### src/hdl/gas_sensor_baseline_settling_core_assert.svh
// Assertion macros shared by the baseline settling core.
`ifndef GAS_SENSOR_BASELINE_SETTLING_CORE_ASSERT_SVH
`define GAS_SENSOR_BASELINE_SETTLING_CORE_ASSERT_SVH

// Check that a condition implies a consequence in the same cycle.
`define GSB_ASSERT_SAME(lbl, ante, cons, msg) \
    lbl: assert property (@(posedge i_clk) disable iff (!i_rst_n) \
        (ante) |-> (cons)) else $error(msg);

// Check that a condition implies a consequence in the next cycle.
`define GSB_ASSERT_NEXT(lbl, ante, cons, msg) \
    lbl: assert property (@(posedge i_clk) disable iff (!i_rst_n) \
        (ante) |=> (cons)) else $error(msg);

`endif

### src/hdl/gsb_pkg.sv
// Shared types and constants of the baseline settling core.
`default_nettype none

package gsb_pkg;

    localparam int unsigned NCH         = 3;
    localparam int unsigned SAMP_W      = 12;
    localparam int unsigned SUM_W       = 16;
    localparam int unsigned TOL_W       = 8;
    localparam int unsigned RECIP_SHIFT = SUM_W + 5;
    localparam int unsigned RECIP_W     = RECIP_SHIFT + 1;
    localparam int unsigned PROD_W      = SUM_W + RECIP_W;
    localparam int unsigned CFG_IDX_W   = 2;

    typedef logic [SAMP_W-1:0] t_samp;
    typedef logic [SUM_W-1:0]  t_sum;
    typedef logic [TOL_W-1:0]  t_tol;

    typedef enum logic [CFG_IDX_W-1:0] {
        CFG_ADC_MIN   = 2'd0,
        CFG_ADC_MAX   = 2'd1,
        CFG_TOLERANCE = 2'd2
    } t_cfg_idx;

    // Per-lane stage control, shared by all three channel lanes.
    typedef struct packed {
        logic acc;      // live beat accepted
        logic grp_end;  // this beat closes a group
        logic ld2;      // group event enters the inversion stage
        logic ok1;      // group event completed normally
        logic ld3;      // event enters the ring stage
    } t_lane_ctl;

    // Output register control.
    typedef struct packed {
        logic ld;       // load a result
        logic ok;       // read_ok of that result
        logic take;     // receiver takes the held beat
    } t_out_ctl;

endpackage

`default_nettype wire

### src/hdl/gsb_lane.sv
// One channel lane: group accumulation, inversion, window ring and stability test.
`default_nettype none

module gsb_lane #(
    parameter int unsigned WINDOW = 10,
    parameter int unsigned GROUP  = 8,
    parameter int unsigned PW     = 4
) (
    input  wire                 i_clk,
    input  wire                 i_rst_n,
    input  gsb_pkg::t_lane_ctl  i_ctl,
    input  wire [PW-1:0]        i_pos,
    input  gsb_pkg::t_samp      i_sample,
    input  gsb_pkg::t_samp      i_adc_min,
    input  gsb_pkg::t_samp      i_adc_max,
    input  gsb_pkg::t_tol       i_tol,
    output logic                o_in_range,
    output logic                o_stable,
    output gsb_pkg::t_samp      o_base
);

    localparam logic [gsb_pkg::RECIP_W-1:0] M_GROUP =
        gsb_pkg::RECIP_W'((2**gsb_pkg::RECIP_SHIFT + GROUP - 1) / GROUP);
    localparam logic [gsb_pkg::RECIP_W-1:0] M_WINDOW =
        gsb_pkg::RECIP_W'((2**gsb_pkg::RECIP_SHIFT + WINDOW - 1) / WINDOW);

    gsb_pkg::t_sum  r_gsum, n_gsum;
    gsb_pkg::t_sum  r_e1_sum, n_e1_sum;
    gsb_pkg::t_samp r_cur, n_cur;
    gsb_pkg::t_samp r_cur3, n_cur3;
    gsb_pkg::t_sum  r_ws, n_ws;
    gsb_pkg::t_samp r_hist [WINDOW];

    gsb_pkg::t_sum                w_add;
    logic [gsb_pkg::PROD_W-1:0]   w_gprod;
    gsb_pkg::t_sum                w_mean;
    logic [gsb_pkg::PROD_W-1:0]   w_wprod;
    gsb_pkg::t_sum                w_avg;
    gsb_pkg::t_sum                w_diff;

    assign o_in_range = (i_sample >= i_adc_min) && (i_sample <= i_adc_max);
    assign w_add      = gsb_pkg::SUM_W'(r_gsum + gsb_pkg::SUM_W'(i_sample));

    // Floor division by constants through reciprocal multiplication.
    assign w_gprod = gsb_pkg::PROD_W'(r_e1_sum) * gsb_pkg::PROD_W'(M_GROUP);
    assign w_mean  = w_gprod[gsb_pkg::RECIP_SHIFT +: gsb_pkg::SUM_W];
    assign w_wprod = gsb_pkg::PROD_W'(r_ws) * gsb_pkg::PROD_W'(M_WINDOW);
    assign w_avg   = w_wprod[gsb_pkg::RECIP_SHIFT +: gsb_pkg::SUM_W];

    always_comb begin
        n_gsum   = r_gsum;
        n_e1_sum = r_e1_sum;
        n_cur    = r_cur;
        n_cur3   = r_cur3;
        n_ws     = r_ws;
        if (i_ctl.acc) begin
            if (i_ctl.grp_end) begin
                n_gsum   = '0;
                n_e1_sum = w_add;
            end else begin
                n_gsum = w_add;
            end
        end
        // Invert only on a completed group; keep the old value otherwise.
        if (i_ctl.ld2 && i_ctl.ok1) begin
            if (w_mean > gsb_pkg::SUM_W'(i_adc_max)) begin
                n_cur = '0;
            end else begin
                n_cur = gsb_pkg::SAMP_W'(gsb_pkg::SUM_W'(i_adc_max) - w_mean);
            end
        end
        if (i_ctl.ld3) begin
            n_ws   = gsb_pkg::SUM_W'(r_ws + gsb_pkg::SUM_W'(r_cur)
                     - gsb_pkg::SUM_W'(r_hist[i_pos]));
            n_cur3 = r_cur;
        end
    end

    always_comb begin
        if (w_avg >= gsb_pkg::SUM_W'(r_cur3)) begin
            w_diff = w_avg - gsb_pkg::SUM_W'(r_cur3);
        end else begin
            w_diff = gsb_pkg::SUM_W'(r_cur3) - w_avg;
        end
    end

    assign o_stable = w_diff < gsb_pkg::SUM_W'(i_tol);
    assign o_base   = w_avg[gsb_pkg::SAMP_W-1:0];

    always_ff @(posedge i_clk) begin
        if (!i_rst_n) begin
            r_gsum <= '0;
            r_cur  <= '0;
            r_ws   <= '0;
            for (int k = 0; k < WINDOW; k++) begin
                r_hist[k] <= '0;
            end
        end else begin
            r_gsum <= n_gsum;
            r_cur  <= n_cur;
            r_ws   <= n_ws;
            if (i_ctl.ld3) begin
                r_hist[i_pos] <= r_cur;
            end
        end
    end

    always_ff @(posedge i_clk) begin
        r_e1_sum <= n_e1_sum;
        r_cur3   <= n_cur3;
    end

endmodule

`default_nettype wire

### src/hdl/gsb_merge.sv
// Merge stage: combine lane flags and hold the result beat.
`default_nettype none

module gsb_merge (
    input  wire                 i_clk,
    input  wire                 i_rst_n,
    input  gsb_pkg::t_out_ctl   i_ctl,
    input  wire [gsb_pkg::NCH-1:0] i_stable,
    input  gsb_pkg::t_samp      i_base [gsb_pkg::NCH],
    output logic                o_all_stable,
    output logic                o_valid,
    output logic                o_read_ok,
    output logic [gsb_pkg::NCH-1:0] o_stable,
    output logic                o_settled,
    output gsb_pkg::t_samp      o_base [gsb_pkg::NCH]
);

    logic r_valid, n_valid;

    assign o_all_stable = &i_stable;
    assign o_valid      = r_valid;

    always_comb begin
        n_valid = r_valid;
        if (i_ctl.ld) begin
            n_valid = 1'b1;
        end else if (i_ctl.take) begin
            n_valid = 1'b0;
        end
    end

    always_ff @(posedge i_clk) begin
        if (!i_rst_n) begin
            r_valid <= 1'b0;
        end else begin
            r_valid <= n_valid;
        end
    end

    always_ff @(posedge i_clk) begin
        if (i_ctl.ld) begin
            o_read_ok <= i_ctl.ok;
            o_stable  <= i_stable;
            o_settled <= o_all_stable;
            o_base    <= i_base;
        end
    end

endmodule

`default_nettype wire

### src/hdl/gas_sensor_baseline_settling_core.sv
// Top level of the gas sensor baseline settling detector.
// Input channel: one beat is a raw 12-bit triple (NO2, NH3, CO) on
// i_sample_*, moved by i_valid/o_ready. One beat per cycle is taken while o_ready is high.
// Output channel: one result beat per finished group (GROUP in-range
// triples, or cut short by the first out-of-range triple), moved by
// o_valid/i_ready. It carries read_ok, per-channel stability, settled and
// the three window averages.
// Path: the beat closing a group passes the group, inversion, ring and
// merge registers before its result shows on o_valid. Three channel lanes run
// side by side through four stages: accumulate, invert, ring push, and
// average/compare; the merge stage holds the result beat.
// Throughput: one input beat per cycle, sustained, as long as results are
// taken; results arrive at most one per input beat.
// Stall: a held result does not block input; the stages behind it keep
// filling until the pipeline is full, then o_ready drops.
// Settled: once a result with settled high is loaded, all later beats are
// taken and dropped, with no further result, until reset.
// Reset (synchronous, active low) clears groups, rings, current values and
// registers (adc_min 0, adc_max 4095, tolerance 2). The config channel is
// always ready; write it only while the block is idle.
`default_nettype none

module gas_sensor_baseline_settling_core #(
    parameter int unsigned WINDOW = 10,
    parameter int unsigned GROUP  = 8
) (
    input  wire                 i_clk,
    input  wire                 i_rst_n,
    input  wire                 i_valid,
    output logic                o_ready,
    input  wire [11:0]          i_sample_no2,
    input  wire [11:0]          i_sample_nh3,
    input  wire [11:0]          i_sample_co,
    output logic                o_valid,
    input  wire                 i_ready,
    output logic                o_read_ok,
    output logic                o_stable_no2,
    output logic                o_stable_nh3,
    output logic                o_stable_co,
    output logic                o_settled,
    output logic [11:0]         o_base_no2,
    output logic [11:0]         o_base_nh3,
    output logic [11:0]         o_base_co,
    input  wire                 i_cfg_valid,
    output logic                o_cfg_ready,
    input  wire [gsb_pkg::CFG_IDX_W-1:0] i_cfg_index,
    input  wire [11:0]          i_cfg_data
);

    localparam int unsigned PW = (WINDOW > 1) ? $clog2(WINDOW) : 1;
    localparam int unsigned CW = $clog2(GROUP + 1);

    // Configuration registers.
    gsb_pkg::t_samp r_adc_min;
    gsb_pkg::t_samp r_adc_max;
    gsb_pkg::t_tol  r_tol;

    // Shared control state.
    logic [CW-1:0]  r_cnt, n_cnt;
    logic [PW-1:0]  r_pos, n_pos;
    logic           r_fin, n_fin;
    logic           r_v1, n_v1, r_ok1, n_ok1;
    logic           r_v2, n_v2, r_ok2, n_ok2;
    logic           r_v3, n_v3, r_ok3, n_ok3;

    logic           w_acc, w_in_ok, w_grp_end, w_squash;
    logic [CW-1:0]  w_cnt_inc;
    logic           w_ld2, w_ld3, w_ld_out;
    logic           w_free1, w_free2, w_free3, w_out_free;
    logic           w_all_stable;

    gsb_pkg::t_lane_ctl w_lane_ctl;
    gsb_pkg::t_out_ctl  w_out_ctl;

    gsb_pkg::t_samp           w_samp [gsb_pkg::NCH];
    gsb_pkg::t_samp           w_base [gsb_pkg::NCH];
    gsb_pkg::t_samp           w_obase [gsb_pkg::NCH];
    logic [gsb_pkg::NCH-1:0]  w_lane_ok;
    logic [gsb_pkg::NCH-1:0]  w_stable;
    logic [gsb_pkg::NCH-1:0]  w_ostable;

    assign w_samp[0] = i_sample_no2;
    assign w_samp[1] = i_sample_nh3;
    assign w_samp[2] = i_sample_co;

    assign o_cfg_ready = 1'b1;

    // Configuration writes; unknown indexes drop.
    always_ff @(posedge i_clk) begin
        if (!i_rst_n) begin
            r_adc_min <= '0;
            r_adc_max <= '1;
            r_tol     <= gsb_pkg::TOL_W'(2);
        end else if (i_cfg_valid) begin
            case (i_cfg_index)
                gsb_pkg::CFG_ADC_MIN:   r_adc_min <= i_cfg_data;
                gsb_pkg::CFG_ADC_MAX:   r_adc_max <= i_cfg_data;
                gsb_pkg::CFG_TOLERANCE: r_tol     <= i_cfg_data[gsb_pkg::TOL_W-1:0];
                default: ;
            endcase
        end
    end

    // Elastic stage chain: a stage loads when it is empty or its beat moves on.
    always_comb begin
        w_out_free = !o_valid || i_ready;
        w_ld_out   = r_v3 && w_out_free;
        w_free3    = !r_v3 || w_ld_out;
        w_ld3      = r_v2 && w_free3;
        w_free2    = !r_v2 || w_ld3;
        w_ld2      = r_v1 && w_free2;
        w_free1    = !r_v1 || w_ld2;
        o_ready    = r_fin || w_free1;

        w_acc      = i_valid && o_ready && !r_fin;
        w_in_ok    = &w_lane_ok;
        w_cnt_inc  = CW'(r_cnt + 1'b1);
        w_grp_end  = w_acc && (!w_in_ok || (w_cnt_inc == CW'(GROUP)));

        // A settling result kills every later event still in flight.
        w_squash   = w_ld_out && w_all_stable;
        n_fin      = r_fin || w_squash;
    end

    always_comb begin
        n_cnt = r_cnt;
        n_pos = r_pos;
        n_v1  = r_v1;
        n_ok1 = r_ok1;
        n_v2  = r_v2;
        n_ok2 = r_ok2;
        n_v3  = r_v3;
        n_ok3 = r_ok3;
        if (w_acc) begin
            n_cnt = w_grp_end ? '0 : w_cnt_inc;
        end
        if (w_ld3) begin
            n_pos = (r_pos == PW'(WINDOW - 1)) ? '0 : PW'(r_pos + 1'b1);
        end
        if (w_grp_end) begin
            n_v1  = 1'b1;
            n_ok1 = w_in_ok;
        end else if (w_ld2) begin
            n_v1 = 1'b0;
        end
        if (w_ld2) begin
            n_v2  = 1'b1;
            n_ok2 = r_ok1;
        end else if (w_ld3) begin
            n_v2 = 1'b0;
        end
        if (w_ld3) begin
            n_v3  = 1'b1;
            n_ok3 = r_ok2;
        end else if (w_ld_out) begin
            n_v3 = 1'b0;
        end
        if (w_squash) begin
            n_v1 = 1'b0;
            n_v2 = 1'b0;
            n_v3 = 1'b0;
        end
    end

    always_ff @(posedge i_clk) begin
        if (!i_rst_n) begin
            r_cnt <= '0;
            r_pos <= '0;
            r_fin <= 1'b0;
            r_v1  <= 1'b0;
            r_v2  <= 1'b0;
            r_v3  <= 1'b0;
        end else begin
            r_cnt <= n_cnt;
            r_pos <= n_pos;
            r_fin <= n_fin;
            r_v1  <= n_v1;
            r_v2  <= n_v2;
            r_v3  <= n_v3;
        end
    end

    always_ff @(posedge i_clk) begin
        r_ok1 <= n_ok1;
        r_ok2 <= n_ok2;
        r_ok3 <= n_ok3;
    end

    always_comb begin
        w_lane_ctl.acc     = w_acc;
        w_lane_ctl.grp_end = w_grp_end;
        w_lane_ctl.ld2     = w_ld2;
        w_lane_ctl.ok1     = r_ok1;
        w_lane_ctl.ld3     = w_ld3;
        w_out_ctl.ld       = w_ld_out;
        w_out_ctl.ok       = r_ok3;
        w_out_ctl.take     = i_ready;
    end

    // One lane per gas channel.
    for (genvar g = 0; g < gsb_pkg::NCH; g++) begin : g_lane
        gsb_lane #(
            .WINDOW (WINDOW),
            .GROUP  (GROUP),
            .PW     (PW)
        ) u_lane (
            .i_clk      (i_clk),
            .i_rst_n    (i_rst_n),
            .i_ctl      (w_lane_ctl),
            .i_pos      (r_pos),
            .i_sample   (w_samp[g]),
            .i_adc_min  (r_adc_min),
            .i_adc_max  (r_adc_max),
            .i_tol      (r_tol),
            .o_in_range (w_lane_ok[g]),
            .o_stable   (w_stable[g]),
            .o_base     (w_base[g])
        );
    end

    gsb_merge u_merge (
        .i_clk        (i_clk),
        .i_rst_n      (i_rst_n),
        .i_ctl        (w_out_ctl),
        .i_stable     (w_stable),
        .i_base       (w_base),
        .o_all_stable (w_all_stable),
        .o_valid      (o_valid),
        .o_read_ok    (o_read_ok),
        .o_stable     (w_ostable),
        .o_settled    (o_settled),
        .o_base       (w_obase)
    );

    assign o_stable_no2 = w_ostable[0];
    assign o_stable_nh3 = w_ostable[1];
    assign o_stable_co  = w_ostable[2];
    assign o_base_no2   = w_obase[0];
    assign o_base_nh3   = w_obase[1];
    assign o_base_co    = w_obase[2];

`include "gas_sensor_baseline_settling_core_assert.svh"

    // Once finished, no group event may remain in flight.
    `GSB_ASSERT_SAME(a_fin_flushed, r_fin, !r_v1 && !r_v2 && !r_v3, "event alive after settle")
    // A settled result beat only stands once the block is finished.
    `GSB_ASSERT_SAME(a_settled_fin, o_valid && o_settled, r_fin, "settled beat without finish")
    // The group counter wraps before it reaches the group length.
    `GSB_ASSERT_SAME(a_cnt_range, 1'b1, r_cnt < CW'(GROUP), "group count overrun")
    // Nothing new reaches the output after the block has finished.
    `GSB_ASSERT_NEXT(a_no_late_load, r_fin && !o_valid, !o_valid, "result after settle")

endmodule

`default_nettype wire

### config.mk
export PLATFORM = sky130hd
export DESIGN_NAME = gas_sensor_baseline_settling_core
export DESIGN_NICKNAME = d
export VERILOG_FILES = /design/src/hdl/gsb_pkg.sv /design/src/hdl/gsb_lane.sv /design/src/hdl/gsb_merge.sv /design/src/hdl/gas_sensor_baseline_settling_core.sv
export VERILOG_INCLUDE_DIRS = /design/src /design/src/hdl
export SDC_FILE = /design/constraint.sdc
export NUM_CORES = 2
export LEC_CHECK = 0
export ABC_CLOCK_PERIOD_IN_PS = 25700
export BUFFER_PORTS_ARGS = -buffer_cell sky130_fd_sc_hd__buf_4
export CAP_MARGIN = 20
export CORE_UTILIZATION = 55
export DETAILED_ROUTE_END_ITERATION = 10
export PLACE_DENSITY = 0.82
export SETUP_SLACK_MARGIN = 0.15
export SYNTH_ARGS = -nofsm -noshare
export SYNTH_HDL_FRONTEND = slang
export SYNTH_SLANG_ARGS = --single-unit
export TNS_END_PERCENT = 30
### constraint.sdc
create_clock -name i_clk -period 25.7 [get_ports i_clk]
set_input_delay 2.57 -clock i_clk [delete_from_list [all_inputs] [get_ports i_clk]]
set_output_delay 2.57 -clock i_clk [all_outputs]
set_load 0.05 [all_outputs]
==> After elaboration in Yosys (flattened, before gate mapping) <==
Memories as Yosys holds them, arrays and structs flattened. A register that Yosys moved wholly into a read port is not among the register bits.
Cells that the tools add are included.
{ "word_totals": {"register_bits": 305, "mem_count": 3, "rom_bits": 0, "output_inout_bits": 44, "ram_bits": 360, "latch_bits": 0} }
{ "mem_list": {"columns": ["name", "words", "word_bits", "read_ports", "rd_ports_with_merged_regs", "write_ports", "line", "source"], "rows": [
  ["g_lane[0].u_lane.r_hist", 10, 12, 1, 1, 10, "gsb_lane.sv:32", "gsb_pkg::t_samp r_hist [WINDOW];"],
  ["g_lane[1].u_lane.r_hist", 10, 12, 1, 1, 10, "gsb_lane.sv:32", null],
  ["g_lane[2].u_lane.r_hist", 10, 12, 1, 1, 10, "gsb_lane.sv:32", null]
]} }
{ "op_classes": {"eq_ne": 4, "n_reduce_logical": 39, "n_mul": 3, "muxes": 38, "shift": 0, "n_addsub": 20, "bitwise": 1, "magnitude_cmp": 15, "n_div": 0} }
{ "ops": {"columns": ["op", "n"], "rows": [
  ["16-bit by 12-bit adder with 16-bit output", 6],
  ["16-bit by 16-bit multiplier with 32-bit output, second input constant", 3],
  ["16-bit 2-to-1 mux", 6],
  ["12-bit 2-to-1 mux", 6],
  ["16-bit by 8-bit < comparator with 1-bit output", 3],
  ["16-bit by 12-bit subtractor with 16-bit output", 3],
  ["4-bit 2-to-1 mux", 11],
  ["12-bit by 13-bit subtractor with 14-bit output", 3],
  ["13-bit by 12-bit subtractor with 14-bit output", 3],
  ["13-bit by 12-bit >= comparator with 1-bit output", 3],
  ["13-bit by 12-bit > comparator with 1-bit output", 3],
  ["12-bit >= comparator", 3],
  ["12-bit less-or-equal comparator", 3],
  ["12-bit OR reduction", 3],
  ["12-bit subtractor", 3],
  ["1-bit 2-to-1 mux", 15],
  ["1-bit logical AND", 11],
  ["4-bit by 1-bit adder with 4-bit output, second input constant", 2],
  ["4-bit == test, second input constant", 2],
  ["2-bit AND reduction", 4],
  ["2-bit nonzero test", 4],
  ["1-bit logical OR", 7],
  ["1-bit zero test", 6],
  ["3-bit AND reduction", 2],
  ["5 further kinds", 5]
]} }

==> Depth between registers and ports, before layout <==
{ "depth": {"depth_word": 13, "mapped_depth": 46, "depth_no_buf": 44} }

==> Cells and area by module <==
From an unflattened synthesis, not the netlist that was laid out.
{ "unflattened": {"cells_unflattened": 5346, "area_unflattened_um2": 60321.6} }
{ "modules_own_cells": {"columns": ["mod", "seq_area_each_um2", "area_per_inst_um2", "cells_each", "n_inst"], "rows": [
  ["gsb_lane at g_lane[0].u_lane", 7397.1, 19228.4, 1741, 1],
  ["gsb_lane at g_lane[2].u_lane", 7397.1, 18984.5, 1675, 1],
  ["gsb_lane at g_lane[1].u_lane", 7397.1, 18915.6, 1687, 1],
  ["gas_sensor_baseline_settling_core", 970.9, 1914.3, 198, 1],
  ["gsb_merge", 1251.2, 1278.7, 45, 1]
]} }

==> Worst setup path after synthesis <==
OpenSTA, ideal clock, no wires.
{ "synth_path": {"path_kind": "reg-to-reg", "startpoint": "register g_lane[0].u_lane.r_ws[13]", "endpoint": "register r_v2", "path_slack_ps": 16836, "arrival_ps": 8733, "n_path_buf": 2, "stages_incl_launch_ff": 44, "synth_period_minus_slack_ps": 8864, "t_required_ps": 25568, "path_cell_list": "dfxtp_1 -> inv_1 -> ha_1 -> inv_1 -> ha_1 -> fa_1 -> fa_1 -> fa_1 -> inv_1 -> fa_1 -> inv_1 -> ha_1 -> a21oi_1 -> nand2_1 -> a21oi_1 -> a2bb2oi_1 -> a31oi_1 -> or2_2 -> [8 not listed] -> o31a_1 -> o31ai_2 -> nand2_1 -> mux2i_1 -> buf_4 -> mux2_2 -> a21oi_1 -> o21ai_1 -> xor2_1 -> ha_1 -> o21ai_0 -> a21oi_1 -> o21ai_0 -> nand2b_1 -> a21oi_1 -> o211ai_2 -> nor4_2 -> nor3_1"} }
{ "synth_between": {"elab_chain_len": 7, "word_cells_on_any_way": 9, "classes_between": "add/sub (2); mul (1); order compare (2); mux (1); reduce/logical (3)"} }
{ "synth_rtl": {"columns": ["element", "line", "source"], "rows": [
  ["start, declared", "gsb_lane.sv:31", "gsb_pkg::t_sum r_ws, n_ws;"],
  ["start signal, assigned", "gsb_lane.sv:101", "r_ws <= n_ws;"],
  ["16-bit by 16-bit multiplier with 32-bit output *", "gsb_lane.sv:47", "assign w_wprod = gsb_pkg::PROD_W'(r_ws) * gsb_pkg::PROD_W'(M_WINDOW);"],
  ["named net g_lane[0].u_lane.o_base[6]", "gsb_lane.sv:19", "output gsb_pkg::t_samp o_base"],
  ["12-bit by 13-bit subtractor with 14-bit output (tied with other cells)", "gsb_lane.sv:83", "w_diff = gsb_pkg::SUM_W'(r_cur3) - w_avg;"],
  ["16-bit 2-to-1 mux *", "gsb_lane.sv:80", "if (w_avg >= gsb_pkg::SUM_W'(r_cur3)) begin"],
  ["16-bit by 8-bit < comparator with 1-bit output *", "gsb_lane.sv:87", "assign o_stable = w_diff < gsb_pkg::SUM_W'(i_tol);"],
  ["3-bit AND reduction *", "gsb_merge.sv:20", "assign o_all_stable = &i_stable;"],
  ["1-bit logical AND *", "gas_sensor_baseline_settling_core.sv:121", "w_squash = w_ld_out && w_all_stable;"],
  ["2-bit OR reduction (no source line) *", null, null],
  ["end signal, assigned", "gas_sensor_baseline_settling_core.sv:178", "r_v2 <= n_v2;"],
  ["end, declared", "gas_sensor_baseline_settling_core.sv:63", "logic r_v2, n_v2, r_ok2, n_ok2;"]
]} }
Mark *: on every way through the listed nets, which the timed path passes. The rest lies on a longest branch.
A chain may end at the register's enable or synchronous reset.

==> Worst setup path in the final report <==
{ "layout_path": {"startpoint": "register g_lane[0].u_lane.r_ws[14]", "endpoint": "register r_v2"} }
Same word-level chain as after synthesis.

==> run summary <==
Unrepaired setup endpoints after global routing: no
Design area: 0.0649 mm^2
Crit-path leading delay family: adder cells
Max-slew headroom: 0.274
CTS root buf: clkbuf_16
Clk buf depth: 3
Initial antenna violation count: 8
Port bufs: 97
Avg Cell Area, Syn: 11.5 um^2
Element type at the critical path start: register
Max cap viols: 0
R2r setup slk: 15.17 ns
Leakage: 0.0277 uW
Die Y: 330 um
Initial detailed-routing violation count: 4704
Int Pwr: 2940 uW
Max VDD drop: 0.0617 mV
Area delta synth->final: 9.46%
Sw Share: 0.333
Failing checks: DRC
Async set-reset flop share out of synthesis: 0
Drc violations: 2
Detail Route Antenna Nets: 0
Area leader, netlist: edfxtp_1
Setup violators final: 0
Final wirelength: 161000 um
Core area: 0.107 mm^2
Combinational power share: 0.316
Pin slew with the least headroom to its limit: 1.08 ns
Synth cell types: 89
CTS Hold Bufs: 0
List of most frequent post-synthesis cells: inv_1 (777), ha_1 (709), edfxtp_1 (695)
I/O pin count: 99
Required time worst endpoint: 26.19 ns
Peak Freq: 94.9 MHz
H-tree depth: 3
# nets final: 6295
Hold Vio Cnt, Final: 0
Clock buffer count from CTS: 92
Largest net degree at the start of global routing: 63
GPL Wtd Cong: 0.951
Slew Limit Fails: 0
Die ar.: 0.109 mm^2
Starting Density: 0.554
Via/cell ratio: 6.13
DR vias: 41240
Post-synth EDFFs: 695
Worst setup EP type: register
Crit-path slowest cell: dfxtp_1
Gr usage total: 0.297
Filler cell count in the final layout: 7984
First-pass GRT wire length: 245000 um
Top area cells in the synthesized netlist: edfxtp_1 (35%), ha_1 (15%), fa_1 (9.8%)
Ys flop type: edfxtp_1
Highest metal used: met5
Layout Skew: 0.0671 ns
Final HPWL from detailed placement: 114000 um
Status: finished, violations left
P_sw: 1470 uW
Num rows: 120
Synth Net Count: 6214
Met2 WL post-DR: 75500 um
Ys Warns: 0
DRT Pass-1 Iters: 10
Syn Inst Count: 5161
Slowest stage delay, CP: 0.56 ns
Wl on met1: 60800 um
Setup Fix Bufs, Post-CTS: 0
Clock transition at the registers of the reported paths: 0.06 ns
Wire per inst: 24.0 um
Period minus WS final: 10.53 ns
Setup TNS Final: 0 ns
Die X: 330 um
Clock Latency Late Sink: 0.71 ns
CP Class: register to register
Post_cts resized: 0
Worst hold slack: 0.429 ns
Sequential Power Share: 0.371
PD cells: 68.0 mW/mm^2
Maximum fanout along the worst path: 12
Post-Syn Area: 0.0593 mm^2
Worst path bufs/invs: 5
Vias in the first global route: 41508
CTS sink count: 876
Worst hold path class: register to register
CTS tree: built
Fraction of layout cells with a size suffix above 1: 0.103
Arrival time worst endpoint: 11.02 ns
Met3 Wirelength: 16700 um
Post-Place Cell Area: 0.0617 mm^2
Clock Power Share: 0.313
Overflow after GRT: 0
Top cell type's share of synthesized area: 0.352
Top-count cell post-synth: inv_1
Post-synthesis sequential area ratio: 0.413
Fin crit share: 0.410
Yosys reg bits: 876
power groups by stage:
stage / clock network (uW) / registers, uW / logic [uW]
detailed placement: 0 / 1660 / 1360
global route: 1430 / 1640 / 1560
floorplan: 0 / 1640 / 1010
global placement: 0 / 1660 / 1310
finish: 1380 / 1630 / 1390
CTS: 1380 / 1630 / 1380
registers in the layout, summed over array words and instances, names as in the netlist, 4 cells and up, named ones only:
signal,flops
g_lane.u_lane.r_cur,36
g_lane.u_lane.r_cur3,36
g_lane.u_lane.r_e1_sum,39
g_lane.u_lane.r_gsum,48
g_lane.u_lane.r_hist,576
g_lane.u_lane.r_ws,48
r_adc_max,12
r_adc_min,12
r_cnt,4
r_pos,4
r_tol,8
u_merge.o_base,36
placed cells by master, fill, tap and decap left out, types with 10 or more instances in the layout:
cell type and instances:
mux4_2 180, and3_1 18, nor2b_1 56, a32o_1 12, a21o_1 84, or3_1 21
nand3_1 96, xor2_1 60, o21bai_1 32, buf_4 153, a22oi_1 22, o31ai_1 11
clkbuf_8 10, a31oi_1 20, inv_1 775, nor3_1 64, a211oi_1 15, nand2_1 279
nor2_1 344, edfxtp_1 695, ha_1 709, clkinv_2 13, xnor2_1 112, nor4_1 42
a21boi_0 14, mux2i_1 24, clkbuf_1 19, a21oi_1 266, clkbuf_16 92, nand3b_1 10
o21a_1 28, o31a_1 12, o211ai_1 18, o21ai_0 133, and2_1 153, dfxtp_1 175
nand4_1 27, nand2b_1 33, fa_1 289
per-stage QoR:
step / instances / setup slack, ns / power, uW / util
after detailed placement: 6549 / 15.27 / 3020 / 0.577
after global routing: 6723 / 14.38 / 4630 / 0.607
after global placement: 6548 / 15.53 / 2970 / 0.577
final: 6726 / 15.17 / 4410 / 0.607
after floorplan: 5161 / 16.84 / 2650 / -
after CTS: 6721 / 15.25 / 4400 / 0.606
cell type report:
type	instances	area (um^2)	share of cell area
antenna	3	7.51	0.000116
clock buffer	121	2510	0.0387
clock inverter	51	611	0.00941
inverter	778	2920	0.0451
multi-input combinational	3338	31300	0.483
sequential	876	24500	0.378
tap	1403	1760	0.0271
timing repair buffer	156	1210	0.0186
logic make-up after synthesis:
group | synth area share
compound gates | 0.0802
xor+xnor | 0.0254
fa+ha+maj | 0.247
buf+inv | 0.0605
flops | 0.413
mux | 0.0734
other cells | 0.0000633
simple gates | 0.0996
final timing paths:
path                            cells past startpoint                 startpoint     to
worst max-delay path                               42  g_lane[0].u_lane.r_ws[14]   r_v2
worst min-delay path                                0                      r_ok2  r_ok3
worst min register to register                      0                      r_ok2  r_ok3
worst max register to register                     42  g_lane[0].u_lane.r_ws[14]   r_v2
layer usage:
layer  track usage  vias up
met5             0        -
met4         0.134       12
met3        0.0591      460
met2         0.484     2384
met1         0.384    20157
li1              -    18227
No activity file was read; power rests on OpenSTA's default activity.
